File: config.mk
export PLATFORM = sky130hd
export DESIGN_NAME = uart_buffered_rx_tx_queues_unit
export DESIGN_NICKNAME = d
export VERILOG_FILES = /design/src/uart_brq_pkg.sv /design/src/uart_brq_ring.sv /design/src/uart_buffered_rx_tx_queues_unit.sv
export SDC_FILE = /design/constraint.sdc
export NUM_CORES = 1
export LEC_CHECK = 0
export BUFFER_PORTS_ARGS = -buffer_cell sky130_fd_sc_hd__clkbuf_2
export CORE_ASPECT_RATIO = 0.8
export CORE_MARGIN = 1
export CORE_UTILIZATION = 45
export CTS_CLUSTER_SIZE = 14
export DETAILED_ROUTE_END_ITERATION = 8
export GPL_ROUTABILITY_DRIVEN = 0
export PLACE_DENSITY = 0.67
export REMOVE_ABC_BUFFERS = 1
export SLEW_MARGIN = 20
export SYNTH_ARGS = -nofsm -noshare
export SYNTH_HDL_FRONTEND = slang
export SYNTH_SLANG_ARGS = --single-unit
File: constraint.sdc
create_clock -name i_clk -period 2.88 [get_ports i_clk]
set_input_delay 0.288 -clock i_clk [delete_from_list [all_inputs] [get_ports i_clk]]
set_output_delay 0.288 -clock i_clk [all_outputs]
set_load 0.005 [all_outputs]
File: src/uart_brq_pkg.sv
// ----------------------------------------------------------------------------
// UART buffered queues package
// Shared types and constants of the UART receive and transmit queue block.
// ----------------------------------------------------------------------------
package uart_brq_pkg;

    localparam int DEFAULT_DEPTH = 32;

    typedef enum logic [1:0] {
        FUNC_LINE  = 2'd0,
        FUNC_READ  = 2'd1,
        FUNC_SEND  = 2'd2,
        FUNC_READY = 2'd3
    } t_func;

    localparam logic [3:0] FLAG_OVERFLOW = 4'b1000;

    typedef struct packed {
        t_func       func;
        logic [7:0]  line_byte;
        logic [2:0]  line_flags;
        logic [7:0]  send_value;
    } t_in_item;

    typedef struct packed {
        logic [7:0]  read_value;
        logic        no_data;
        logic [3:0]  read_flags;
        logic        send_taken;
        logic        out_valid;
        logic [7:0]  out_byte;
        logic        tx_request;
    } t_out_item;

    typedef struct packed {
        logic full;
        logic empty;
    } t_ring_status;

endpackage

File: src/uart_brq_ring.sv
// ----------------------------------------------------------------------------
// UART buffered queues ring buffer
// One ring buffer of DEPTH slots with one slot kept empty, a synchronous
// store and a registered read of the slot after the read pointer.
// ----------------------------------------------------------------------------
module uart_brq_ring #(
    parameter int DEPTH = uart_brq_pkg::DEFAULT_DEPTH
) (
    input  logic                      i_clk,
    input  logic                      i_rst_n,
    input  logic                      i_push,
    input  logic [7:0]                i_wdata,
    input  logic                      i_pop,
    output uart_brq_pkg::t_ring_status o_status,
    output logic [7:0]                o_rdata
);
    import uart_brq_pkg::*;

    localparam int PTR_W = (DEPTH > 1) ? $clog2(DEPTH) : 1;
    localparam logic [PTR_W-1:0] LAST = PTR_W'(DEPTH - 1);

    logic [7:0]       r_mem [DEPTH];
    logic [PTR_W-1:0] r_wptr;
    logic [PTR_W-1:0] r_rptr;
    logic [PTR_W-1:0] n_wptr;
    logic [PTR_W-1:0] n_rptr;

    always_comb begin
        n_wptr = (r_wptr == LAST) ? '0 : r_wptr + 1'b1;
        n_rptr = (r_rptr == LAST) ? '0 : r_rptr + 1'b1;
        o_status.full  = (n_wptr == r_rptr);
        o_status.empty = (r_wptr == r_rptr);
    end

    always_ff @(posedge i_clk) begin
        if (!i_rst_n) begin
            r_wptr <= '0;
            r_rptr <= '0;
        end else begin
            if (i_push) begin
                r_wptr <= n_wptr;
            end
            if (i_pop) begin
                r_rptr <= n_rptr;
            end
        end
    end

    always_ff @(posedge i_clk) begin
        if (i_push) begin
            r_mem[n_wptr] <= i_wdata;
        end
        if (i_pop) begin
            o_rdata <= r_mem[n_rptr];
        end
    end

endmodule

File: src/uart_buffered_rx_tx_queues_unit.sv
// ----------------------------------------------------------------------------
// UART buffered receive and transmit queues
// Receive and transmit ring buffers with sticky line error flags.
// ----------------------------------------------------------------------------
// An item is accepted at each rising edge with start high and busy low; busy
// stays low, so an item may be given in every cycle. Each item names one
// event: a received line byte, a software read, a software send or a
// transmitter-ready event. Its result appears on o_result in the cycle after
// acceptance, marked by o_strobe for exactly one cycle, so the throughput is one
// item per cycle. The result is registered, and the queue bytes come from the
// registered read port of the queue store. The receiver cannot stall the
// block and must take each result in the cycle it is shown. Each queue holds
// at most DEPTH-1 bytes. A synchronous reset empties both queues and clears
// the sticky flags and the transmit request; store contents are not cleared
// and need not be, since only occupied slots are ever read.
// ----------------------------------------------------------------------------
module uart_buffered_rx_tx_queues_unit #(
    parameter int DEPTH = uart_brq_pkg::DEFAULT_DEPTH
) (
    input  logic                    i_clk,
    input  logic                    i_rst_n,
    input  logic                    start,
    output logic                    busy,
    input  uart_brq_pkg::t_in_item  i_item,
    output logic                    o_strobe,
    output uart_brq_pkg::t_out_item o_result
);
    import uart_brq_pkg::*;

    t_ring_status rx_status;
    t_ring_status tx_status;
    logic [7:0]   rx_rdata;
    logic [7:0]   tx_rdata;
    logic         accept;
    logic         rx_push;
    logic         rx_pop;
    logic         tx_push;
    logic         tx_pop;

    logic [3:0] r_sticky;
    logic [3:0] n_sticky;
    logic       r_tx_enable;
    logic       n_tx_enable;
    logic       r_strobe;
    logic       r_read_ok;
    logic       r_no_data;
    logic [3:0] r_read_flags;
    logic       r_send_taken;
    logic       r_out_valid;

    assign busy   = 1'b0;
    assign accept = start && !busy;

    always_comb begin
        rx_push     = accept && (i_item.func == FUNC_LINE) && !rx_status.full;
        rx_pop      = accept && (i_item.func == FUNC_READ) && !rx_status.empty;
        tx_push     = accept && (i_item.func == FUNC_SEND) && !tx_status.full;
        tx_pop      = accept && (i_item.func == FUNC_READY) && !tx_status.empty;
        n_sticky    = r_sticky;
        n_tx_enable = r_tx_enable;
        if (accept) begin
            case (i_item.func)
                FUNC_LINE: begin
                    n_sticky = r_sticky | (rx_status.full ? FLAG_OVERFLOW
                                                          : {1'b0, i_item.line_flags});
                end
                FUNC_READ: begin
                    if (!rx_status.empty) begin
                        n_sticky = '0;
                    end
                end
                FUNC_SEND: begin
                    if (!tx_status.full) begin
                        n_tx_enable = 1'b1;
                    end
                end
                FUNC_READY: begin
                    if (tx_status.empty) begin
                        n_tx_enable = 1'b0;
                    end
                end
                default: begin
                    n_sticky = r_sticky;
                end
            endcase
        end
    end

    uart_brq_ring #(
        .DEPTH (DEPTH)
    ) u_rx_ring (
        .i_clk    (i_clk),
        .i_rst_n  (i_rst_n),
        .i_push   (rx_push),
        .i_wdata  (i_item.line_byte),
        .i_pop    (rx_pop),
        .o_status (rx_status),
        .o_rdata  (rx_rdata)
    );

    uart_brq_ring #(
        .DEPTH (DEPTH)
    ) u_tx_ring (
        .i_clk    (i_clk),
        .i_rst_n  (i_rst_n),
        .i_push   (tx_push),
        .i_wdata  (i_item.send_value),
        .i_pop    (tx_pop),
        .o_status (tx_status),
        .o_rdata  (tx_rdata)
    );

    always_ff @(posedge i_clk) begin
        if (!i_rst_n) begin
            r_sticky    <= '0;
            r_tx_enable <= 1'b0;
            r_strobe    <= 1'b0;
        end else begin
            r_sticky    <= n_sticky;
            r_tx_enable <= n_tx_enable;
            r_strobe    <= accept;
        end
    end

    always_ff @(posedge i_clk) begin
        r_read_ok    <= rx_pop;
        r_no_data    <= (i_item.func == FUNC_READ) && rx_status.empty;
        r_read_flags <= rx_pop ? r_sticky : 4'd0;
        r_send_taken <= tx_push;
        r_out_valid  <= tx_pop;
    end

    always_comb begin
        o_strobe            = r_strobe;
        o_result.read_value = r_read_ok ? rx_rdata : 8'd0;
        o_result.no_data    = r_no_data;
        o_result.read_flags = r_read_flags;
        o_result.send_taken = r_send_taken;
        o_result.out_valid  = r_out_valid;
        o_result.out_byte   = r_out_valid ? tx_rdata : 8'd0;
        o_result.tx_request = r_tx_enable;
    end

endmodule

* Word-level counts from Yosys, hierarchy flattened
Memories as Yosys holds them, arrays and structs flattened. A register that Yosys moved wholly into a read port is not among the register bits.
Index checks and enable logic that the tools add are counted.
** Word-level totals
- Output and inout port bits :: 26
- Register bits after elaboration :: 34
- Bits in writable memories :: 512
- Word-level logic and storage cells :: 67
- Bits of input ports :: 24
- Memories :: 2
** Cells by class
- Reduce and logical (&&, ||, !) cells :: 18
- Bitwise logic cells :: 1
- Add/subtract/negate cells :: 4
- Multiplexer cells :: 16
- Eq/ne operators :: 14
** Memory list
- u_rx_ring.r_mem :: words 32, bits a word 8, rd ports 1, clocked after Yosys merged registers in 1, write ports 1, RTL line uart_brq_ring.sv:22 : logic [7:0] r_mem [DEPTH];
- u_tx_ring.r_mem :: words 32, bits a word 8, rd ports 1, clocked after Yosys merged registers in 1, write ports 1, RTL line uart_brq_ring.sv:22
** Operators with widths (number)
- $add 5x1->5 const B :: 4
- $eq 5x5->1 :: 4
- $eq 5x5->1 const B :: 4
- $mux 5 :: 4
- $mux 8 :: 2
- $logic_and 1x1->1 :: 9
- $mux 4 :: 2
- $pmux 4 s2 :: 1
- $mux 1 :: 6
- $ne 2x2->1 const B :: 3
- $eq 2x2->1 const B :: 2
- $logic_not 1->1 :: 4
- $or 4x4->4 :: 1
- $reduce_and 4->1 :: 1
- $reduce_bool 2->1 :: 2
- $reduce_and 3->1 :: 1
- $eq 2x1->1 const B :: 1
- $logic_not 2->1 :: 1
- $pmux 1 s2 :: 1

* Longest topological paths before layout
Gate-level depths: netlist (run 1).
- Word-level depth :: 7
- Depth in mapped cells :: 11
- Depth with buffers taken out :: 10

* Cells and area by module
A second synthesis (run 1) with hierarchy kept.
** Unflattened totals
- Cells, all modules :: 1100
- Area, all modules :: 22658.0 um^2
** By module, submodules not included
- uart_brq_ring :: times used 2, area an instance 11030.6 um^2, cells an instance 518
- uart_buffered_rx_tx_queues_unit :: times used 1, area an instance 596.8 um^2, cells an instance 64

* Worst setup path after synthesis (run 1)
Ideal clock, no wire load.
- Kind :: flip-flop to flip-flop
- Start point :: register u_rx_ring.r_wptr[0]
- End point :: memory u_rx_ring.r_mem[0][0], enable pin
- Cell stages (with the launch flop) :: 12
- Data arrival time :: 2717 ps
- Setup slack :: -207 ps
- Library setup time :: 370 ps
- Clock period less this slack :: 3087 ps
- Path buffers :: 2
- Cell sequence :: dfxtp_1 > ha_1 > and3_1 > ha_1 > clkbuf_1 > nor2b_1 > mux2_2 > xor2_1 > o31ai_2 > or2_2 > buf_2 > nor2_1
** On the way
- Cells in the longest elaborated chain, start to end :: 7
** Ends and longest elaborated chain
- from (decl) :: RTL line uart_brq_ring.sv:23 : logic [PTR_W-1:0] r_wptr;
- from (signal assigned) :: RTL line uart_brq_ring.sv:41 : r_wptr <= n_wptr;
- $add 5x1->5 / $eq 5x5->1 (equally long branches) :: RTL line uart_brq_ring.sv:29 : n_wptr = (r_wptr == LAST) ? '0 : r_wptr + 1'b1;
- $mux 5 (*) :: RTL line uart_brq_ring.sv:29
- $eq 5x5->1 :: RTL line uart_brq_ring.sv:31 : o_status.full = (n_wptr == r_rptr);
- $logic_not 1->1 :: RTL line uart_buffered_rx_tx_queues_unit.sv:55 : rx_push = accept && (i_item.func == FUNC_LINE) && !rx_status.full;
- $logic_and 1x1->1 :: RTL line uart_buffered_rx_tx_queues_unit.sv:55
- $mux 1 :: RTL line uart_brq_ring.sv:50 : if (i_push) begin
- $mux 1 (not written as such) :: RTL line uart_brq_ring.sv:51 : r_mem[n_wptr] <= i_wdata;
- to (decl) :: RTL line uart_brq_ring.sv:22
Mark *: on every way between the ends. The rest lies on a longest branch, timed or not.

* Worst setup path in the final report (run 1)
- Start point :: register u_rx_ring.r_rptr[0]
- End point :: register u_rx_ring.o_rdata[4] (read register of u_rx_ring.r_mem) (data pin)
** On the way
- Cells in the longest elaborated chain, start to end :: 3
** Ends and longest elaborated chain
- from (decl) :: RTL line uart_brq_ring.sv:24 : logic [PTR_W-1:0] r_rptr;
- from (signal assigned) :: RTL line uart_brq_ring.sv:44 : r_rptr <= n_rptr;
- branches (longest 3 deep; another with $add 5x1->5)
- to (decl) :: RTL line uart_brq_ring.sv:15 : output logic [7:0] o_rdata
Parallel ways; which one is timed is not known.
A chain may end at the register's enable or synchronous reset.

==> results.ini, run 1 <==
[pwr]
peakVddDrop_v = 0.0004109
power.leakage_nw = 8.910
p_total_w = 0.01681
pwr_density_cell_mw_per_mm2 = 617.2

[cts]
ctsLongestPathBuffers = 3
post_cts_buffers = 0
clkTransAtPathRegs_ps = 60
cts_made_buffers = 54
cts_tree = built
cts_max_level = 2
root_buffer = clkbuf_16
cts.sinks = 562
clk_latency_ps = 630

[drt]
routed_wl_um = 58430
vias = 14305
via_per_inst = 5.848
wl_per_cell_um = 23.89
drc = 0
drtAntennaViolNets = 0
drtPass1Iterations = 6
drt_iter0_drc = 1803

[placed_design]
placed_cell_area_mm2 = 0.02500
io_buffers = 48
hpwlAfterDp_um = 37390

[floorplan]
die_w_um = 255.4
floorplan.initialDensity_pct = 46.09
dieArea_mm2 = 0.05227
die_h_um = 204.7
placementRows = 73
coreArea_mm2 = 0.05014
io_pins = 50

[synthesis]
synth_cell_types = 67
synth_edf_count = 528
synthArstFlopShare_pct = 0
synth_area_leaders = edfxtp_1 (69%), mux2i_1 (3.1%), dfxtp_1 (2.9%)
yosysMostFrequentCell = edfxtp_1
synth_top_area_share_pct = 68.60
yosysWarningCount = 0
ys.flop_type = edfxtp_1
synth_cells = 1578
yosys_register_bits = 562
seq_area_frac_synth_pct = 71.55
yosysTopAreaCell = edfxtp_1
synth.avg_cell_area_um2 = 14.65
synth_commonest_cells = edfxtp_1 (528), nand2_1 (125), nor2_1 (96)
syn_area_mm2 = 0.02311

[global_routing]
antenna_found_initial = 1
grt_start_max_net_pins = 61
grt_overflow = 0
grt_use_total_pct = 22.23
grt_pass1_wl_um = 87260
met1_usage_pct = 33.65
busiest_layer = met1
use_met3_pct = 6.347
grtUsageMet2_pct = 31.41
grt_pass1_vias = 13896

[worst_hold_path]
hold_path_end = r_no_data$_DFF_P_
min_path_type = in -> reg
hp-start = i_item[19]
worstHoldPathCells = 2

[cells_and_area]
area_growth_pct = 17.82
design_area_mm2 = 0.02723
final_nets = 1756
drive_gt1_share_pct = 22.20

[timing]
period_share_pct = 98.82
setup_violations = 0
hold_ws_ps = 66.64
finalHoldViolCount = 0
tightest_slew_ps = 931.6
rsz0062_at_grt = true
setup_tns_ps = 0
skew_ps = 66.25
slew_headroom_pct = 37.90
max_freq_mhz = 351.4
min_period_ps = 2846
slew_viol_final = 0

[run_status]
status = complete, no violations

[critical_path]
crit_slowest_cell = a211oi_1
r2r_end = u_rx_ring.o_rdata[4]$_DFFE_PP_
cpLargestDelayFamily = simple AND/OR/NAND/NOR gates
crit_fanout = 23
crit_chain = ha_1, and3_1, ha_1, buf_4, nor2_4, buf_12, mux2i_1, mux2i_1, a211oi_1, nor4_1
cp.arrival_ps = 3210
r2r_cells = 10
start_kind = flip-flop
critPathKind = reg -> reg
path_buf_inv = 2
required_ps = 3250
regToRegSetupSlack_ps = 30
worstReg2RegStart = u_rx_ring.r_rptr[0]$_SDFFE_PN0P_
crit_path_max_incr_delay_ps = 390
cp-end-kind = flip-flop

[flow_run]
cap_violations = 0

[cell families after synthesis]
kind of cell	Yosys count	synth area share, %
adders and majority gates	8	0.4331
and+or+nand+nor	489	10.76
buffers and inverters	111	2.241
DFF	562	71.55
other	1	0.01623
muxes	116	6.599
xor gates and xnor gates	25	1.045
AOI/OAI and AO/OA	266	7.358
[metrics by stage]
step,cells,util (%),worst slack (ps)
after floorplan,1473,-,-3346
final,2446,54.30,33.99
after CTS,2446,53.93,1.524
after global placement,2339,49.86,-36.44
after detailed placement,2339,49.86,-150.0
after global routing,2445,54.30,-42.02
[state kept, by name (all words and copies together), names as in the netlist, 4 cells and up]
register           cells
r_read_flags           4
r_sticky               4
u_rx_ring.o_rdata      8
u_rx_ring.r_mem      256
u_rx_ring.r_rptr       5
u_rx_ring.r_wptr       5
u_tx_ring.o_rdata      8
u_tx_ring.r_mem      256
u_tx_ring.r_rptr       5
u_tx_ring.r_wptr       5
[layout make-up]
class	instances	area [um2]
diodes	1	2.502
inverters	6	25.02
flip-flops and latches	562	16540
fillers	3938	22920
clock buffers	74	1506
repair buffers	195	1538
clock inverters	28	399.1
multi-input cells	905	6377
well taps	675	844.6
[timing repair]
action,CTS,global route
hold endpoints to repair,5,0
gates resized for setup,28,46
setup endpoints to repair,252,496
pin swaps,2,5
hold buffers,5,0
[layout by cell type, fill, tap and decap left out, drive strengths merged, types with 8 or more instances in the layout]
cell,count
nand3b,9
nor2b,20
a22oi,12
o22ai,33
nor2,99
dfxtp,34
mux4,27
clkbuf,122
nand3,72
nand2,126
o21ai,34
mux2,18
or2,13
nor3b,20
clkinv,16
a21oi,81
nand4,20
nor3,15
ha,8
xnor2,12
nor4b,8
and3,41
and2,22
o211ai,9
a22o,13
a31oi,35
xor2,13
buf,142
a211oi,25
bufinv,8
edfxtp,528
mux2i,71
nor4,9
[worst max-delay path by stage]
stage | from | to | depth (start not counted)
floorplan | u_tx_ring.r_rptr[0]$_SDFFE_PN0P_ | u_tx_ring.o_rdata[5]$_DFFE_PP_ | 7
global placement | u_rx_ring.r_wptr[0]$_SDFFE_PN0P_ | u_rx_ring.r_mem[5][7]$_DFFE_PP_ | 11
detailed placement | u_tx_ring.r_wptr[0]$_SDFFE_PN0P_ | u_tx_ring.r_mem[11][1]$_DFFE_PP_ | 9
CTS | u_tx_ring.r_rptr[0]$_SDFFE_PN0P_ | u_tx_ring.o_rdata[4]$_DFFE_PP_ | 9
global route | u_rx_ring.r_wptr[0]$_SDFFE_PN0P_ | u_rx_ring.r_mem[9][7]$_DFFE_PP_ | 10
finish | u_rx_ring.r_rptr[0]$_SDFFE_PN0P_ | u_rx_ring.o_rdata[4]$_DFFE_PP_ | 10
[worst register-to-register path: stages, from the launching register on]
cell	delay, ps
dfxtp_1	320
ha_1	210
and3_1	190
ha_1	250
buf_4	170
nor2_4	230
buf_12	230
mux2i_1	340
mux2i_1	170
a211oi_1	390
nor4_1	120
[power breakdown]
group | internal [W] | switching [W]
Clock | 0.00440 | 0.00307
Sequential | 0.00895 | 0.00000719
Combinational | 0.0000998 | 0.000279
[per-layer routing]
layer  up-vias  part of all wire, %
li1       6381                    -
met1      7072                   44
met2       776                   43
met3        74                   11
met4         2                  1.5
met5         -                0.022
Note: power is estimated with default switching activity, not from simulation.
==> inputs of run 2 (changes only) <==
Clock period 2.88 ns to 2.5 ns, I/O delays scaled along.
==> run 2 against run 1 <==
The flow now finishes with violations (setup timing). Wire length grew 4.0%. Critical path depth increased by 3. Die area did not move. Via count up 5.6%. Global-route usage up 0.97 points. Worst setup slack worse by 130 ps. Clock skew is 22 ps lower. Non-clock buffer count up 93. Clock-buffer cell count fell by 4. Sequential share of layout area fell by 3.3 points. First-iteration DRC count is 4.0% higher. Critical path type unchanged. Highest routed layer is now met4.
==> results.ini, run 2 (synthesized netlist as in run 1, its figures left out) <==
[run_status]
status = finished with violations
failed_checks = setup timing

[cells_and_area]
layout_common_cells = edfxtp_1 (528), buf_4 (179), nand2_1 (121), a21oi_1 (70), nand3_1 (70)
layout_commonest_cell = edfxtp_1
largestRegisters = u_rx_ring.r_mem x256, u_tx_ring.r_mem x256
antenna_cells = 0
design_area_mm2 = 0.02878
area_growth_pct = 24.55
drive_gt1_share_pct = 31.43
final_nets = 1849
fillerInstances = 3788

[pwr]
clkPwrFrac_pct = 43.3
pwr_density_cell_mw_per_mm2 = 662.1
internal_power_w = 0.01522
peakVddDrop_v = 0.0005067
p_seq_share_pct = 54.1
pwr-share-comb_pct = 2.6
power.leakage_nw = 9.501
swShare_pct = 20.16
power.switching_w = 0.003842

[floorplan]
die_w_um = 255.4
floorplan.initialDensity_pct = 46.09
die_h_um = 204.7
placementRows = 73
io_pins = 50
dieArea_mm2 = 0.05227
coreArea_mm2 = 0.05014

[global_routing]
grt_pass1_wl_um = 91100
grt_overflow = 0
antenna_found_initial = 0
grt_pass1_vias = 14508
grt_use_total_pct = 23.20
grt_start_max_net_pins = 63

[cts]
ctsLongestPathBuffers = 3
cts_tree = built
cts_max_level = 2
clkTransAtPathRegs_ps = 60
clk_latency_ps = 630
cts_made_buffers = 54
root_buffer = clkbuf_16
cts.sinks = 562

[timing]
tightest_slew_ps = 1051
period_share_pct = 103.8
slew_headroom_pct = 29.92
max_freq_mhz = 385.5
hold_ws_ps = 140.7
fin_ws_ps = -93.77
slew_viol_final = 0
setup_violations = 328
min_period_ps = 2594
skew_ps = 44.43
rsz0062_at_grt = true
finalHoldViolCount = 0

[critical_path]
crit_path_max_incr_delay_ps = 340
crit_fanout = 8
crit_chain = ha_4, and3_4, ha_4, buf_6, nor2b_4, xnor2_2, nand3_1, o31ai_2, nand2b_4, buf_6, buf_4, nor2_1, buf_4
critPathKind = reg -> reg
cpLargestDelayFamily = simple AND/OR/NAND/NOR gates
r2r_cells = 13
r2r_end = u_tx_ring.r_mem[1][1]$_DFFE_PP_
regToRegSetupSlack_ps = -90
cp.arrival_ps = 2940
cp-end-kind = flip-flop
worstReg2RegStart = u_tx_ring.r_wptr[0]$_SDFFE_PN0P_
required_ps = 2840
crit_slowest_cell = dfxtp_2
start_kind = flip-flop
path_buf_inv = 4

[placed_design]
io_buffers = 48
placed_cell_area_mm2 = 0.02555
hpwlAfterDp_um = 38430

[drt]
drtPass1Iterations = 7
via_per_inst = 5.955
drc = 0
vias = 15102
routed_wl_um = 60770
drt_iter0_drc = 1875
drtAntennaViolNets = 0
wl_per_cell_um = 23.96

[flow_run]
cap_violations = 0

[worst_hold_path]
min_path_type = in -> reg
hold_path_end = r_tx_enable$_SDFFE_PN0P_
worstHoldPathCells = 3
hp-start = i_item[19]

## run 2: cell count changes in the layout (fill, tap and decap cells not counted), moves of 8 or more
cell | previous run | this run
a211oi_1 | 25 | 9
buf_4 | 124 | 179
nor2_1 | 64 | 47
nor2_4 | 11 | 38
a211oi_2 | 0 | 16
a21oi_2 | 1 | 11
buf_6 | 5 | 32
o22ai_1 | 33 | 25
a21oi_1 | 80 | 70
nor2_2 | 24 | 14
## run 2: how the worst max path moves through the flow
stage	cells after the start	start	to
4_1_cts	8	u_tx_ring.r_wptr[0]$_SDFFE_PN0P_	u_tx_ring.r_mem[16][0]$_DFFE_PP_
3_5_place_dp	10	u_rx_ring.r_wptr[1]$_SDFFE_PN0P_	u_rx_ring.r_mem[5][3]$_DFFE_PP_
6_report	13	u_tx_ring.r_wptr[0]$_SDFFE_PN0P_	u_tx_ring.r_mem[1][1]$_DFFE_PP_
2_1_floorplan	7	u_tx_ring.r_rptr[0]$_SDFFE_PN0P_	u_tx_ring.o_rdata[5]$_DFFE_PP_
3_3_place_gp	10	u_rx_ring.r_wptr[1]$_SDFFE_PN0P_	u_rx_ring.r_mem[5][3]$_DFFE_PP_
5_1_grt	10	u_tx_ring.r_wptr[1]$_SDFFE_PN0P_	u_tx_ring.r_mem[23][3]$_DFFE_PP_
## run 2: repair_timing
action | CTS | global route
endpoints found under the hold margin | 5 | 0
hold buffers | 6 | 0
pin swaps | 32 | 28
setup buffers | 13 | 18
cloned | 3 | 0
setup endpoints to repair | 529 | 486
resized for setup | 187 | 77
## run 2: worst reg2reg max path, cell delays in order, from the launching register on
cell and delay, ps:
dfxtp_2 340, ha_4 160, and3_4 150, ha_4 170, buf_6 120, nor2b_4 140
xnor2_2 150, nand3_1 150, o31ai_2 310, nand2b_4 180, buf_6 140, buf_4 130
nor2_1 40, buf_4 170
## run 2: per-stage QoR
step | TNS [ps] | setup WS, ps | util (%) | total power [W] | cells
floorplan | -276380 | -3726 | - | 0.01064 | 1473
global placement | -133550 | -479.0 | 50.94 | 0.01093 | 2410
detailed placement | -170910 | -558.0 | 50.94 | 0.01094 | 2410
CTS | -6688 | -114.4 | 56.40 | 0.01914 | 2520
global route | -45520 | -190.6 | 57.40 | 0.01954 | 2536
finish | -12100 | -93.77 | 57.40 | 0.01906 | 2536
## run 2: power by group through the flow
stage	registers [W]	clock network [W]	logic (W)
6_report	0.0103	0.00825	0.000494
3_5_place_dp	0.0105	0	0.000424
2_1_floorplan	0.0105	0	0.000122
5_1_grt	0.0103	0.00870	0.000521
4_1_cts	0.0103	0.00836	0.000463
3_3_place_gp	0.0105	0	0.000414
## run 2: layout make-up
cell class | instances | area [um2] | area share (%)
Sequential cell | 562 | 16540 | 57.48
Multi-Input combinational cell | 905 | 7091 | 24.63
Timing Repair Buffer | 288 | 2471 | 8.585
Clock buffer | 70 | 1463 | 5.081
Tap cell | 675 | 844.6 | 2.934
Clock inverter | 30 | 345.3 | 1.200
Inverter | 6 | 25.02 | 0.08694
## run 2: metal layers
layer	track usage, %	vias to the layer above	share of wire, %
met1	35.92	7577	44
met4	6.067	0	2.2
met3	4.306	100	11
li1	-	6585	-
met2	33.39	840	43
met5	0	-	0
==> inputs of run 3 (changes only) <==
Settings changed: SETUP_SLACK_MARGIN from default to 0.1.
==> run 3 against run 2 <==
The run still ends with setup timing left. Highest routed layer unchanged. Total power up 0.15%. Hold slack worse by 18 ps. Critical path depth up 1.
==> results.ini, run 3 (synthesized netlist as in run 1, its figures left out) <==
[run_status]
status = finished with violations
failed_checks = setup timing

[cells_and_area]
drive_gt1_share_pct = 32.77
layout_common_cells = edfxtp_1 (528), buf_4 (174), nand2_1 (120), a21oi_1 (73), nand3_1 (69)
fillerInstances = 3751
final_nets = 1868
largestRegisters = u_rx_ring.r_mem x256, u_tx_ring.r_mem x256
fin_cells = 2555
antenna_cells = 0
layout_commonest_cell = edfxtp_1
area_growth_pct = 25.90

[cts]
cts_tree = built
cts_made_buffers = 54
cts.sinks = 562
cts_max_level = 2
clkTransAtPathRegs_ps = 60
root_buffer = clkbuf_16
clk_latency_ps = 630
ctsLongestPathBuffers = 3

[floorplan]
die_w_um = 255.4
die_h_um = 204.7
io_pins = 50
dieArea_mm2 = 0.05227
floorplan.initialDensity_pct = 46.09
placementRows = 73
coreArea_mm2 = 0.05014

[global_routing]
grt_start_max_net_pins = 63
grt_overflow = 0
grt_pass1_wl_um = 91850
antenna_found_initial = 0
grt_pass1_vias = 14611
grt_use_total_pct = 23.46

[drt]
routed_wl_um = 61300
drc = 0
drtPass1Iterations = 6
vias = 15106
wl_per_cell_um = 23.99
drtAntennaViolNets = 0
via_per_inst = 5.912
drt_iter0_drc = 1805

[timing]
finalHoldViolCount = 0
fin_ws_ps = -106.0
slew_viol_final = 0
hold_ws_ps = 122.8
slew_headroom_pct = 30.01
skew_ps = 46.01
rsz0062_at_grt = true
period_share_pct = 104.2
setup_violations = 339
tightest_slew_ps = 1050
min_period_ps = 2606
max_freq_mhz = 383.7

[pwr]
p_seq_share_pct = 54.1
swShare_pct = 20.25
peakVddDrop_v = 0.0005030
power.leakage_nw = 9.627
internal_power_w = 0.01522
pwr_density_cell_mw_per_mm2 = 656.0
pwr-share-comb_pct = 2.6
power.switching_w = 0.003865
clkPwrFrac_pct = 43.3

[placed_design]
placed_cells = 2410
io_buffers = 48
hpwlAfterDp_um = 38430

[critical_path]
crit_slowest_cell = o41ai_4
crit_chain = ha_4, and3_4, ha_4, buf_6, nor2b_4, xnor2_2, nand2_2, o41ai_4, inv_4, buf_6, nand2_8, buf_6, nor2_1, buf_6
required_ps = 2850
critPathMostFrequentCell = buf_6
critPathKind = reg -> reg
start_kind = flip-flop
crit_path_max_incr_delay_ps = 450
cp-end-kind = flip-flop
cp.arrival_ps = 2960
crit_fanout = 8

[flow_run]
cap_violations = 0

[worst_hold_path]
min_path_type = in -> reg

==> run 3: layer usage <==
metal / up-vias / wire length (um) / GRT usage, %
met5: - / 0 / 0
met4: 0 / 1376 / 6.454
met3: 112 / 6470 / 5.333
met2: 798 / 26350 / 33.67
met1: 7576 / 27100 / 35.62
li1: 6620 / - / -
==> run 3: cell type report <==
cell class                      count  area [um2]  share of cell area [%]
Timing Repair Buffer              307        2721                   9.353
Clock buffer                       70        1463                   5.027
Inverter                            6       25.02                 0.08600
Multi-Input combinational cell    905        7152                   24.58
Sequential cell                   562       16550                   56.87
Tap cell                          675       844.6                   2.903
Clock inverter                     30       345.3                   1.187
==> run 3: power groups by stage <==
stage / combinational, W / sequential, W / clock, W
4_1_cts: 0.000475 / 0.0103 / 0.00836
3_3_place_gp: 0.000414 / 0.0105 / 0
2_1_floorplan: 0.000122 / 0.0105 / 0
6_report: 0.000499 / 0.0103 / 0.00827
5_1_grt: 0.000528 / 0.0103 / 0.00871
3_5_place_dp: 0.000424 / 0.0105 / 0
==> run 3: timing repair <==
action                     4_1_cts  5_1_grt
setup buffers                   25       23
gates cloned                     4        0
pin swaps                       72       31
hold endpoints to repair         5        0
resized for setup              254       68
hold buffers                     6        0
setup endpoints to repair      539      541
==> run 3: path summary, 6_finish.rpt <==
path	from	to	slack (ps)	depth (start not counted)
setup reg to reg	u_tx_ring.r_wptr[0]$_SDFFE_PN0P_	u_tx_ring.r_mem[4][0]$_DFFE_PP_	-110	14
hold reg to reg	r_sticky[0]$_SDFFE_PN0P_	r_read_flags[0]$_SDFF_PN0_	460	1
setup / recovery	u_tx_ring.r_wptr[0]$_SDFFE_PN0P_	u_tx_ring.r_mem[4][0]$_DFFE_PP_	-110	14
hold / removal	i_item[19]	r_tx_enable$_SDFFE_PN0P_	120	3
==> run 3: per-stage QoR <==
step / util [%] / setup TNS, ps / worst slack [ps] / total power [W] / cell area, um2
floorplan: - / -276380 / -3726 / 0.01064 / 22620
global placement: 50.94 / -133550 / -479.0 / 0.01093 / 25550
detailed placement: 50.94 / -170910 / -558.0 / 0.01094 / 25550
CTS: 57.18 / -10080 / -127.5 / 0.01915 / 28670
global route: 58.03 / -46060 / -178.8 / 0.01955 / 29100
finish: 58.03 / -15960 / -106.0 / 0.01909 / 29100
==> run 3: critical path: cells and delay by family (launching register included) <==
family                     cells  cell delay (ps)
buffers and inverters          5              570
and+or+nand+nor                5              530
AOI/OAI and AO/OA              1              450
DFF                            1              340
adders and majority gates      2              320
xor gates and xnor gates       1              150
